$ cat config.mk
export PLATFORM = sky130hd
export DESIGN_NAME = counting_tree_flag_picker
export DESIGN_NICKNAME = d
export VERILOG_FILES = /design/src/hdl/ctfp_pkg.sv /design/src/hdl/counting_tree_flag_picker.sv /design/src/hdl/ctfp_ctrl.sv /design/src/hdl/ctfp_dp.sv
export SDC_FILE = /design/constraint.sdc
export NUM_CORES = 1
export LEC_CHECK = 0
export ABC_AREA = 1
export ABC_CLOCK_PERIOD_IN_PS = 8000
export BUFFER_PORTS_ARGS = -buffer_cell sky130_fd_sc_hd__clkbuf_2
export CAP_MARGIN = 40
export CORE_UTILIZATION = 55
export CTS_CLUSTER_DIAMETER = 40
export DETAILED_ROUTE_END_ITERATION = 8
export PLACE_DENSITY = 0.71
export RECOVER_POWER = 50
export SLEW_MARGIN = 20
export SYNTH_ARGS = -nofsm -noshare
export SYNTH_HDL_FRONTEND = slang
export SYNTH_SLANG_ARGS = --single-unit
export TNS_END_PERCENT = 10
$ cat constraint.sdc
create_clock -name clk -period 8 [get_ports clk]
set_input_delay 1.6 -clock clk [delete_from_list [all_inputs] [get_ports clk]]
set_output_delay 1.6 -clock clk [all_outputs]
set_load 0.005 [all_outputs]
$ cat src/hdl/ctfp_pkg.sv
package ctfp_pkg;

  // Tree shape: LEVELS levels counting the leaf level.
  localparam int LEVELS     = 7;
  localparam int LEAF_W     = LEVELS - 1;
  localparam int CNT_W      = LEVELS;
  localparam int NODE_W     = LEVELS - 1;
  localparam int NUM_LEAVES = 1 << LEAF_W;
  localparam int NUM_BRANCH = NUM_LEAVES - 1;
  localparam int NUM_PAIRS  = NUM_LEAVES / 2;
  localparam int PAIR_W     = LEAF_W - 1;
  localparam int LVL_W      = $clog2(LEVELS);
  localparam int MODE_W     = 2;

  localparam int IN_TDATA_W  = 16;
  localparam int OUT_TDATA_W = 16;

  // Operation codes carried in the mode field.
  localparam logic [MODE_W-1:0] MODE_SET        = 2'd0;
  localparam logic [MODE_W-1:0] MODE_TAKE_ANY   = 2'd1;
  localparam logic [MODE_W-1:0] MODE_TAKE_NAMED = 2'd2;

  // Deepest branch level that the walk visits.
  localparam logic [LVL_W-1:0] LAST_LVL = LVL_W'(LEVELS - 2);

  typedef struct packed {
    logic             start;   // item accepted: latch it and fetch the first child
    logic             step;    // walk one branch level
    logic             finish;  // update the leaf pair and load the result register
    logic [LVL_W-1:0] lvl;     // branch level being walked
  } ctfp_cmd_t;

  typedef struct packed {
    logic op_ok;     // the accepted item will change the tree
    logic out_free;  // the result register can take a new result
  } ctfp_status_t;

endpackage

$ cat src/hdl/counting_tree_flag_picker.sv
// A result is loaded into the result register in the leaf cycle, after the walk through the
// branch levels; a failing operation (leaf already set, leaf not set, empty tree, mode 3) skips the walk.
// A new item is taken only once the last one's leaf cycle is done; the walk does one
// counter read-modify-write per branch level through the counter store, then one leaf cycle.
// Reset (rst_n low, synchronous) clears every counter, every leaf flag and the
// result register at once; the first item may be sent the cycle after.
module counting_tree_flag_picker (
  input  logic                                clk,
  input  logic                                rst_n,
  input  logic                                in_tvalid,
  output logic                                in_tready,
  // in_tdata, from bit 0: mode[1:0], leaf[7:2], bias_bits[13:8], zero pad [15:14]
  input  logic [ctfp_pkg::IN_TDATA_W-1:0]     in_tdata,
  output logic                                out_tvalid,
  input  logic                                out_tready,
  // out_tdata, from bit 0: ok[0], leaf_out[6:1], full_res[7], set_count[14:8],
  // zero pad [15]
  output logic [ctfp_pkg::OUT_TDATA_W-1:0]    out_tdata
);

  // The controller sequences each item: it accepts in IDLE, walks the branch
  // levels from the root's children down to the lowest branch level, and
  // finishes in a leaf cycle that updates the leaf flags and the root count.
  // The datapath holds the counter store, the leaf flag pairs and the result
  // register. The block takes a new item while an earlier result still waits,
  // and only the leaf cycle waits for the result register to be free.

  localparam int LW = ctfp_pkg::LEAF_W;
  localparam int CW = ctfp_pkg::CNT_W;
  localparam int MW = ctfp_pkg::MODE_W;

  ctfp_pkg::ctfp_cmd_t    cmd;
  ctfp_pkg::ctfp_status_t st;

  logic [MW-1:0] in_mode;
  logic [LW-1:0] in_leaf;
  logic [LW-1:0] in_bias_bits;
  logic          out_ok;
  logic [LW-1:0] out_leaf_out;
  logic          out_full_res;
  logic [CW-1:0] out_set_count;

  // Unpack the input item; the pad bits carry nothing.
  assign in_mode      = in_tdata[MW-1:0];
  assign in_leaf      = in_tdata[MW+LW-1:MW];
  assign in_bias_bits = in_tdata[MW+2*LW-1:MW+LW];

  ctfp_ctrl u_ctrl (
    .clk       (clk),
    .rst_n     (rst_n),
    .in_tvalid (in_tvalid),
    .in_tready (in_tready),
    .st        (st),
    .cmd       (cmd)
  );

  ctfp_dp u_dp (
    .clk           (clk),
    .rst_n         (rst_n),
    .cmd           (cmd),
    .st            (st),
    .in_mode       (in_mode),
    .in_leaf       (in_leaf),
    .in_bias_bits  (in_bias_bits),
    .out_tready    (out_tready),
    .out_valid     (out_tvalid),
    .out_ok        (out_ok),
    .out_leaf_out  (out_leaf_out),
    .out_full_res  (out_full_res),
    .out_set_count (out_set_count)
  );

  // Pack the result item, lowest field first, zero padded to whole bytes.
  assign out_tdata = {
    (ctfp_pkg::OUT_TDATA_W - 2 - LW - CW)'(0),
    out_set_count,
    out_full_res,
    out_leaf_out,
    out_ok
  };

endmodule

$ cat src/hdl/ctfp_ctrl.sv
module ctfp_ctrl (
  input  logic                  clk,
  input  logic                  rst_n,
  input  logic                  in_tvalid,
  output logic                  in_tready,
  input  ctfp_pkg::ctfp_status_t st,
  output ctfp_pkg::ctfp_cmd_t    cmd
);

  typedef enum logic [1:0] {
    S_IDLE,
    S_WALK,
    S_LEAF
  } state_t;

  state_t                      state_r;
  logic [ctfp_pkg::LVL_W-1:0] lvl_r;

  always_comb begin
    in_tready  = (state_r == S_IDLE);
    cmd.start  = in_tvalid && (state_r == S_IDLE);
    cmd.step   = (state_r == S_WALK);
    cmd.finish = (state_r == S_LEAF) && st.out_free;
    cmd.lvl    = lvl_r;
  end

  always_ff @(posedge clk) begin
    if (!rst_n) begin
      state_r <= S_IDLE;
      lvl_r   <= ctfp_pkg::LVL_W'(1);
    end else begin
      unique case (state_r)
        S_IDLE: begin
          if (cmd.start) begin
            // A failing item touches no counter and goes straight to the result.
            state_r <= st.op_ok ? S_WALK : S_LEAF;
            lvl_r   <= ctfp_pkg::LVL_W'(1);
          end
        end
        S_WALK: begin
          if (lvl_r == ctfp_pkg::LAST_LVL) begin
            state_r <= S_LEAF;
          end else begin
            lvl_r <= lvl_r + ctfp_pkg::LVL_W'(1);
          end
        end
        S_LEAF: begin
          if (cmd.finish) begin
            state_r <= S_IDLE;
          end
        end
        default: begin
          state_r <= S_IDLE;
        end
      endcase
    end
  end

endmodule

$ cat src/hdl/ctfp_dp.sv
module ctfp_dp (
  input  logic                           clk,
  input  logic                           rst_n,
  input  ctfp_pkg::ctfp_cmd_t            cmd,
  output ctfp_pkg::ctfp_status_t         st,
  input  logic [ctfp_pkg::MODE_W-1:0]    in_mode,
  input  logic [ctfp_pkg::LEAF_W-1:0]    in_leaf,
  input  logic [ctfp_pkg::LEAF_W-1:0]    in_bias_bits,
  input  logic                           out_tready,
  output logic                           out_valid,
  output logic                           out_ok,
  output logic [ctfp_pkg::LEAF_W-1:0]    out_leaf_out,
  output logic                           out_full_res,
  output logic [ctfp_pkg::CNT_W-1:0]     out_set_count
);

  localparam int NW = ctfp_pkg::NODE_W;
  localparam int CW = ctfp_pkg::CNT_W;
  localparam int LW = ctfp_pkg::LEAF_W;
  localparam int PW = ctfp_pkg::PAIR_W;
  localparam int VW = ctfp_pkg::LVL_W;

  // Branch counter store, heap order; entry 0 (root) lives in root_r instead.
  logic [CW-1:0] branch_mem_r [ctfp_pkg::NUM_BRANCH];
  logic          branch_vld_r [ctfp_pkg::NUM_BRANCH];
  logic [CW-1:0] rdata_r;

  // Leaf flags kept as pairs, one row per lowest branch node.
  logic [1:0]    pair_r [ctfp_pkg::NUM_PAIRS];

  logic [CW-1:0]                   root_r;
  logic [CW-1:0]                   root_nxt;
  logic [ctfp_pkg::MODE_W-1:0]     mode_r;
  logic [LW-1:0]                   leaf_r;
  logic [LW-1:0]                   bias_r;
  logic                            ok_r;
  logic [NW-1:0]                   cur_node_r;
  logic [CW-1:0]                   cur_cnt_r;
  logic [PW-1:0]                   path_r;
  logic                            out_valid_r;
  logic                            out_ok_r;
  logic [LW-1:0]                   out_leaf_r;
  logic                            out_full_r;
  logic [CW-1:0]                   out_cnt_r;

  logic          is_any;
  logic          is_set;
  logic [LW-1:0] dir_sel;
  logic          in_dir;
  logic          cur_dir;
  logic          next_dir;
  logic          swap;
  logic          step_bit;
  logic [NW:0]   step_child;
  logic [NW-1:0] step_node;
  logic [CW-1:0] step_cnt;
  logic [CW-1:0] wdata;
  logic          ren;
  logic [NW:0]   raddr_wide;
  logic [NW-1:0] raddr;
  logic [PW-1:0] pair_addr;
  logic [1:0]    pair_rd;
  logic          in_flag;
  logic          leaf_dir;
  logic          pick;
  logic [LW-1:0] taken;
  logic [VW-1:0] cur_idx;
  logic [VW-1:0] next_idx;

  assign is_any  = (mode_r == ctfp_pkg::MODE_TAKE_ANY);
  assign is_set  = (mode_r == ctfp_pkg::MODE_SET);
  assign dir_sel = is_any ? bias_r : leaf_r;
  assign in_dir  = (in_mode == ctfp_pkg::MODE_TAKE_ANY) ? in_bias_bits[LW-1] : in_leaf[LW-1];

  // Level d is steered by bit LEAF_W-d; the next level by the bit below it.
  assign cur_idx  = VW'(LW) - cmd.lvl;
  assign next_idx = VW'(LW - 1) - cmd.lvl;
  assign cur_dir  = dir_sel[cur_idx];
  assign next_dir = dir_sel[next_idx];

  // The preferred child was fetched last cycle. When it is empty, the other
  // child holds every set leaf of the parent, so its count is the parent's.
  assign swap       = is_any && (rdata_r == '0);
  assign step_bit   = cur_dir ^ swap;
  assign step_child = {cur_node_r, 1'b0} + (NW+1)'(1) + (NW+1)'(step_bit);
  assign step_node  = step_child[NW-1:0];
  assign step_cnt   = swap ? cur_cnt_r : rdata_r;
  assign wdata      = is_set ? step_cnt + CW'(1) : step_cnt - CW'(1);

  always_comb begin
    ren        = 1'b0;
    raddr_wide = '0;
    if (cmd.start) begin
      ren        = 1'b1;
      raddr_wide = (NW+1)'(1) + (NW+1)'(in_dir);
    end else if (cmd.step && (cmd.lvl != ctfp_pkg::LAST_LVL)) begin
      ren        = 1'b1;
      raddr_wide = {step_node, 1'b0} + (NW+1)'(1) + (NW+1)'(next_dir);
    end
  end
  assign raddr = raddr_wide[NW-1:0];

  // One pair read per cycle: the named leaf at accept, the walked pair at finish.
  assign pair_addr = cmd.start ? in_leaf[LW-1:1] : path_r;
  assign pair_rd   = pair_r[pair_addr];
  assign in_flag   = pair_rd[in_leaf[0]];

  always_comb begin
    unique case (in_mode)
      ctfp_pkg::MODE_SET:        st.op_ok = !in_flag;
      ctfp_pkg::MODE_TAKE_ANY:   st.op_ok = (root_r != '0);
      ctfp_pkg::MODE_TAKE_NAMED: st.op_ok = in_flag;
      default:                   st.op_ok = 1'b0;
    endcase
  end
  assign st.out_free = !out_valid_r || out_tready;

  assign leaf_dir = dir_sel[0];
  assign pick     = is_any ? (pair_rd[leaf_dir] ? leaf_dir : !leaf_dir) : leaf_dir;
  assign taken    = {path_r, pick};
  assign root_nxt = is_set ? root_r + CW'(1) : root_r - CW'(1);

  // Counter store: one read and one write per cycle, read data registered.
  always_ff @(posedge clk) begin
    if (ren) begin
      rdata_r <= branch_vld_r[raddr] ? branch_mem_r[raddr] : '0;
    end
    if (cmd.step) begin
      branch_mem_r[step_node] <= wdata;
    end
  end

  always_ff @(posedge clk) begin
    if (!rst_n) begin
      for (int i = 0; i < ctfp_pkg::NUM_BRANCH; i++) begin
        branch_vld_r[i] <= 1'b0;
      end
    end else if (cmd.step) begin
      branch_vld_r[step_node] <= 1'b1;
    end
  end

  always_ff @(posedge clk) begin
    if (!rst_n) begin
      for (int i = 0; i < ctfp_pkg::NUM_PAIRS; i++) begin
        pair_r[i] <= 2'b00;
      end
      root_r <= '0;
    end else if (cmd.finish && ok_r) begin
      pair_r[path_r][pick] <= is_set;
      root_r               <= root_nxt;
    end
  end

  // Item registers and walk position.
  always_ff @(posedge clk) begin
    if (cmd.start) begin
      mode_r     <= in_mode;
      leaf_r     <= in_leaf;
      bias_r     <= in_bias_bits;
      ok_r       <= st.op_ok;
      cur_node_r <= '0;
      cur_cnt_r  <= root_r;
    end else if (cmd.step) begin
      cur_node_r <= step_node;
      cur_cnt_r  <= step_cnt;
      path_r     <= {path_r[PW-2:0], step_bit};
    end
  end

  // Result register.
  always_ff @(posedge clk) begin
    if (!rst_n) begin
      out_valid_r <= 1'b0;
    end else if (cmd.finish) begin
      out_valid_r <= 1'b1;
    end else if (out_tready) begin
      out_valid_r <= 1'b0;
    end
  end

  always_ff @(posedge clk) begin
    if (cmd.finish) begin
      out_ok_r   <= ok_r;
      out_leaf_r <= (ok_r && is_any) ? taken : '0;
      if (ok_r) begin
        out_cnt_r  <= root_nxt;
        out_full_r <= (root_nxt == CW'(ctfp_pkg::NUM_LEAVES));
      end else begin
        out_cnt_r  <= root_r;
        out_full_r <= (root_r == CW'(ctfp_pkg::NUM_LEAVES));
      end
    end
  end

  assign out_valid     = out_valid_r;
  assign out_ok        = out_ok_r;
  assign out_leaf_out  = out_leaf_r;
  assign out_full_res  = out_full_r;
  assign out_set_count = out_cnt_r;

endmodule

==> impl_metrics.ini <==
[outcome]
outcome = finished with violations
violations = max-capacitance violations, max-slew violations

[clock_network]
insertion_delay_ns = 0.65
cts_max_level = 3
cts_buffers = 93
ctsHoldBuffers = 0
clkTransAtPathRegs_ns = 0.06
clock_path_buffers = 3
numClockSinks = 636
cts-root-buf = clkbuf_16
post_cts_resized = 0
cts_tree = done
post_cts_buffers = 0

[yosys]
yosys_warnings = 0
synth_top_cell_by_area = edfxtp_1
synth_nets = 3106
synthArstFlopShare_pct = 0
avgSynthCellArea_sq_um = 9.452
ys.flop_type = edfxtp_1
yosys.cell_types.count = 45
netlist.area_leader.share_pct = 57.35
ys_ff_latch = 636
seq_area_frac_synth_pct = 63.01
synthCells = 3069
synth_area_sq_mm = 0.02901
synth_edf_count = 554
synth_area_leaders = edfxtp_1 (57%), nand2_1 (12%), nand3_1 (6.8%)

[timing]
setup_tns_ns = 0
slew_headroom_pct = -130.3
clock_skew_ns = 0.03163
drv_slew = 363
finalCritPeriodShare_pct = 77.09
max_freq_ghz = 0.1621
rsz0062_at_grt = false
worst_pin_slew_ns = 3.455
finalHoldViolations = 0
final-setup-viol-count = 0
post-route-min-period_ns = 6.167

[setup_path]
reg2reg_to = u_dp.branch_mem_r[42][5]
start_kind = flip-flop
cp.arrival_ns = 6.48
criticalPathCategory = reg2reg
endpoint_kind = flip-flop
reg2reg_depth = 9
crit_fanout = 65
worstReg2RegStart = u_dp.mode_r[0]
rrSetupSlack_ns = 1.83
cp_data_required_time_ns = 8.31

[power]
ir_drop_mv = 0.4123
cellLeakagePower_nw = 13.21
combPwrFrac_pct = 33.9
sw_frac_of_total_pct = 38.16
power_frac_seq_pct = 35.3
powerDensity_mw_per_mm2 = 416.5
intPower_mw = 8.511
power.switching_mw = 5.253
p_clk_share_pct = 30.9
total_power_mw = 13.76

[grt]
grtUsageTotal_pct = 27.32
grt_antenna_before_repair = 0
grt_max_degree = 129
grt_pass1_vias = 20610
grt_first_pass_wirelength_mm = 113.4
overflow = 0

[floorplanning]
ios = 38
die_h_microns = 231.7
core-area_sq_mm = 0.05172
dieWidth_microns = 231.7
dieArea_sq_mm = 0.05367
start_util_pct = 56.09
num_rows = 83

[place]
gp_congestion = 0.8630
dp_hpwl_mm = 41.43
portBuffers = 34

[flow_run]
drv_cap = 6

[final_layout]
nets = 3105
drive_above_1_share_pct = 8.767
fillers = 4038
multiInputGateArea_sq_mm = 0.009131
ff_latch_area_sq_mm = 0.01828
n_antenna_cell = 0
area_delta_synth_final_pct = 13.91

[route]
drc = 0
routed_wl_mm = 72.87
wl_per_cell_microns = 19.04
vias = 21820
vias_per_cell = 5.699
drtPass1Iterations = 6
dr.first_iter.drc_count = 2546
ant_nets = 0

[min_path]
hold_depth = 2
hold_path.class = reg2reg
whs_endpoint = u_dp.branch_vld_r[63]
worstHoldStart = u_dp.branch_vld_r[63]
## worst max-delay path by stage
stage	from	cells past startpoint	slack, ns	endpoint
floorplan	u_dp.mode_r[0]	10	2.29	u_dp.branch_mem_r[0][6]
global placement	in_tvalid	16	2.38	u_dp.rdata_r[3]
detailed placement	in_tvalid	18	2.39	u_dp.rdata_r[5]
CTS	u_ctrl.state_r[0]	18	2.85	u_dp.rdata_r[0]
global route	u_dp.mode_r[0]	9	1.42	u_dp.branch_mem_r[37][5]
finish	u_dp.mode_r[0]	9	1.83	u_dp.branch_mem_r[42][5]
## placed cells by master (no fill, tap or decap), types with 7 or more instances in the layout
cell        count
o21ai_1         7
clkbuf_16      95
inv_1         241
clkbuf_8       10
edfxtp_1      554
o211ai_1       16
a21oi_1        20
nand3_1       393
nor3_1          9
clkinvlp_4      9
clkbuf_1       29
clkinv_4       14
buf_4          19
nand4_1        43
xor2_1         11
nor2_1        345
clkbuf_2       18
inv_2           7
nand2_1       938
bufinv_16      10
nand3b_1       25
dfxtp_1        82
clkinv_2        8
ha_1           15
or2_2          32
inv_6          12
o21ai_0       111
## metrics by stage
step | hold slack, ns | util [%] | std cells | area [sq um] | setup WS (ns)
3_5_place_dp | 0.4301 | 57.52 | 3648 | 29750 | 2.393
2_1_floorplan | 0.4011 | - | 3069 | 29010 | 2.291
4_1_cts | 0.4431 | 63.93 | 3823 | 33060 | 2.852
5_1_grt | 0.4575 | 63.89 | 3828 | 33040 | 1.415
6_report | 0.4428 | 63.89 | 3828 | 33040 | 1.833
3_3_place_gp | 0.4127 | 57.37 | 3644 | 29670 | 2.381
## flip-flops by register name (all words and copies together) (netlist names), 6 cells and up
name,cells
u_dp.bias_r,6
u_dp.branch_mem_r,441
u_dp.branch_vld_r,64
u_dp.cur_cnt_r,7
u_dp.leaf_r,6
u_dp.out_leaf_out,6
u_dp.out_set_count,7
u_dp.pair_r,64
u_dp.rdata_r,7
u_dp.root_r,7
## power groups by stage
| stage | Sequential, mW | Clock [mW] | Combinational, mW |
|---|---|---|---|
| after floorplan | 4.90 | 0 | 2.87 |
| after global placement | 4.87 | 0 | 4.43 |
| after detailed placement | 4.88 | 0 | 4.54 |
| after CTS | 4.81 | 4.28 | 4.57 |
| after global routing | 4.87 | 4.43 | 5.06 |
| final | 4.85 | 4.25 | 4.66 |
## worst max-delay path, stage by stage (launching register included)
cell and delay, ns:
edfxtp_1 0.49, nand2_1 0.30, nor3_1 0.21, a21oi_4 0.17
clkbuf_1 2.45, o21ai_0 0.85, a21oi_1 0.33, o21ai_0 0.21
xor2_4 0.17, buf_4 0.62
## synth_stat cells, drive strengths merged (5+ instances only)
cell and count:
a21oi 22, buf 87, clkbuf 80, dfxtp 82, edfxtp 554, ha 15, inv 249, nand2 944
nand3 396, nand3b 25, nand4 43, nor2 348, nor3 10, o211ai 16, o21ai 121, o21bai 5
or2 36, xor2 14
## kinds of logic after synthesis
family / count (synthesis) / synth area share, %
simple gates: 1804 / 26.31
flops: 636 / 63.01
buf+inv: 417 / 5.905
compound gates: 177 / 3.472
xor+xnor: 17 / 0.5133
fa+ha+maj: 17 / 0.7850
other cells: 1 / 0.01293
## cell type report
| cell class | count | share of cell area [%] |
|---|---|---|
| tap | 680 | 2.575 |
| multi-input combinational | 2016 | 27.63 |
| clock inverter | 66 | 2.386 |
| inverter | 250 | 2.848 |
| timing repair buffer | 71 | 1.587 |
| sequential | 636 | 55.31 |
| clock buffer | 109 | 7.657 |
## layer usage
metal  vias up  routed length [microns]  global-route usage, %
met5         -                        0                      0
met4         0                     2146                  10.14
met3       156                     7180                  5.303
met2      1075                    33810                  43.18
met1     10370                    29730                  37.57
li1      10210                        -                      -
(Power assumes the default switching activity.)
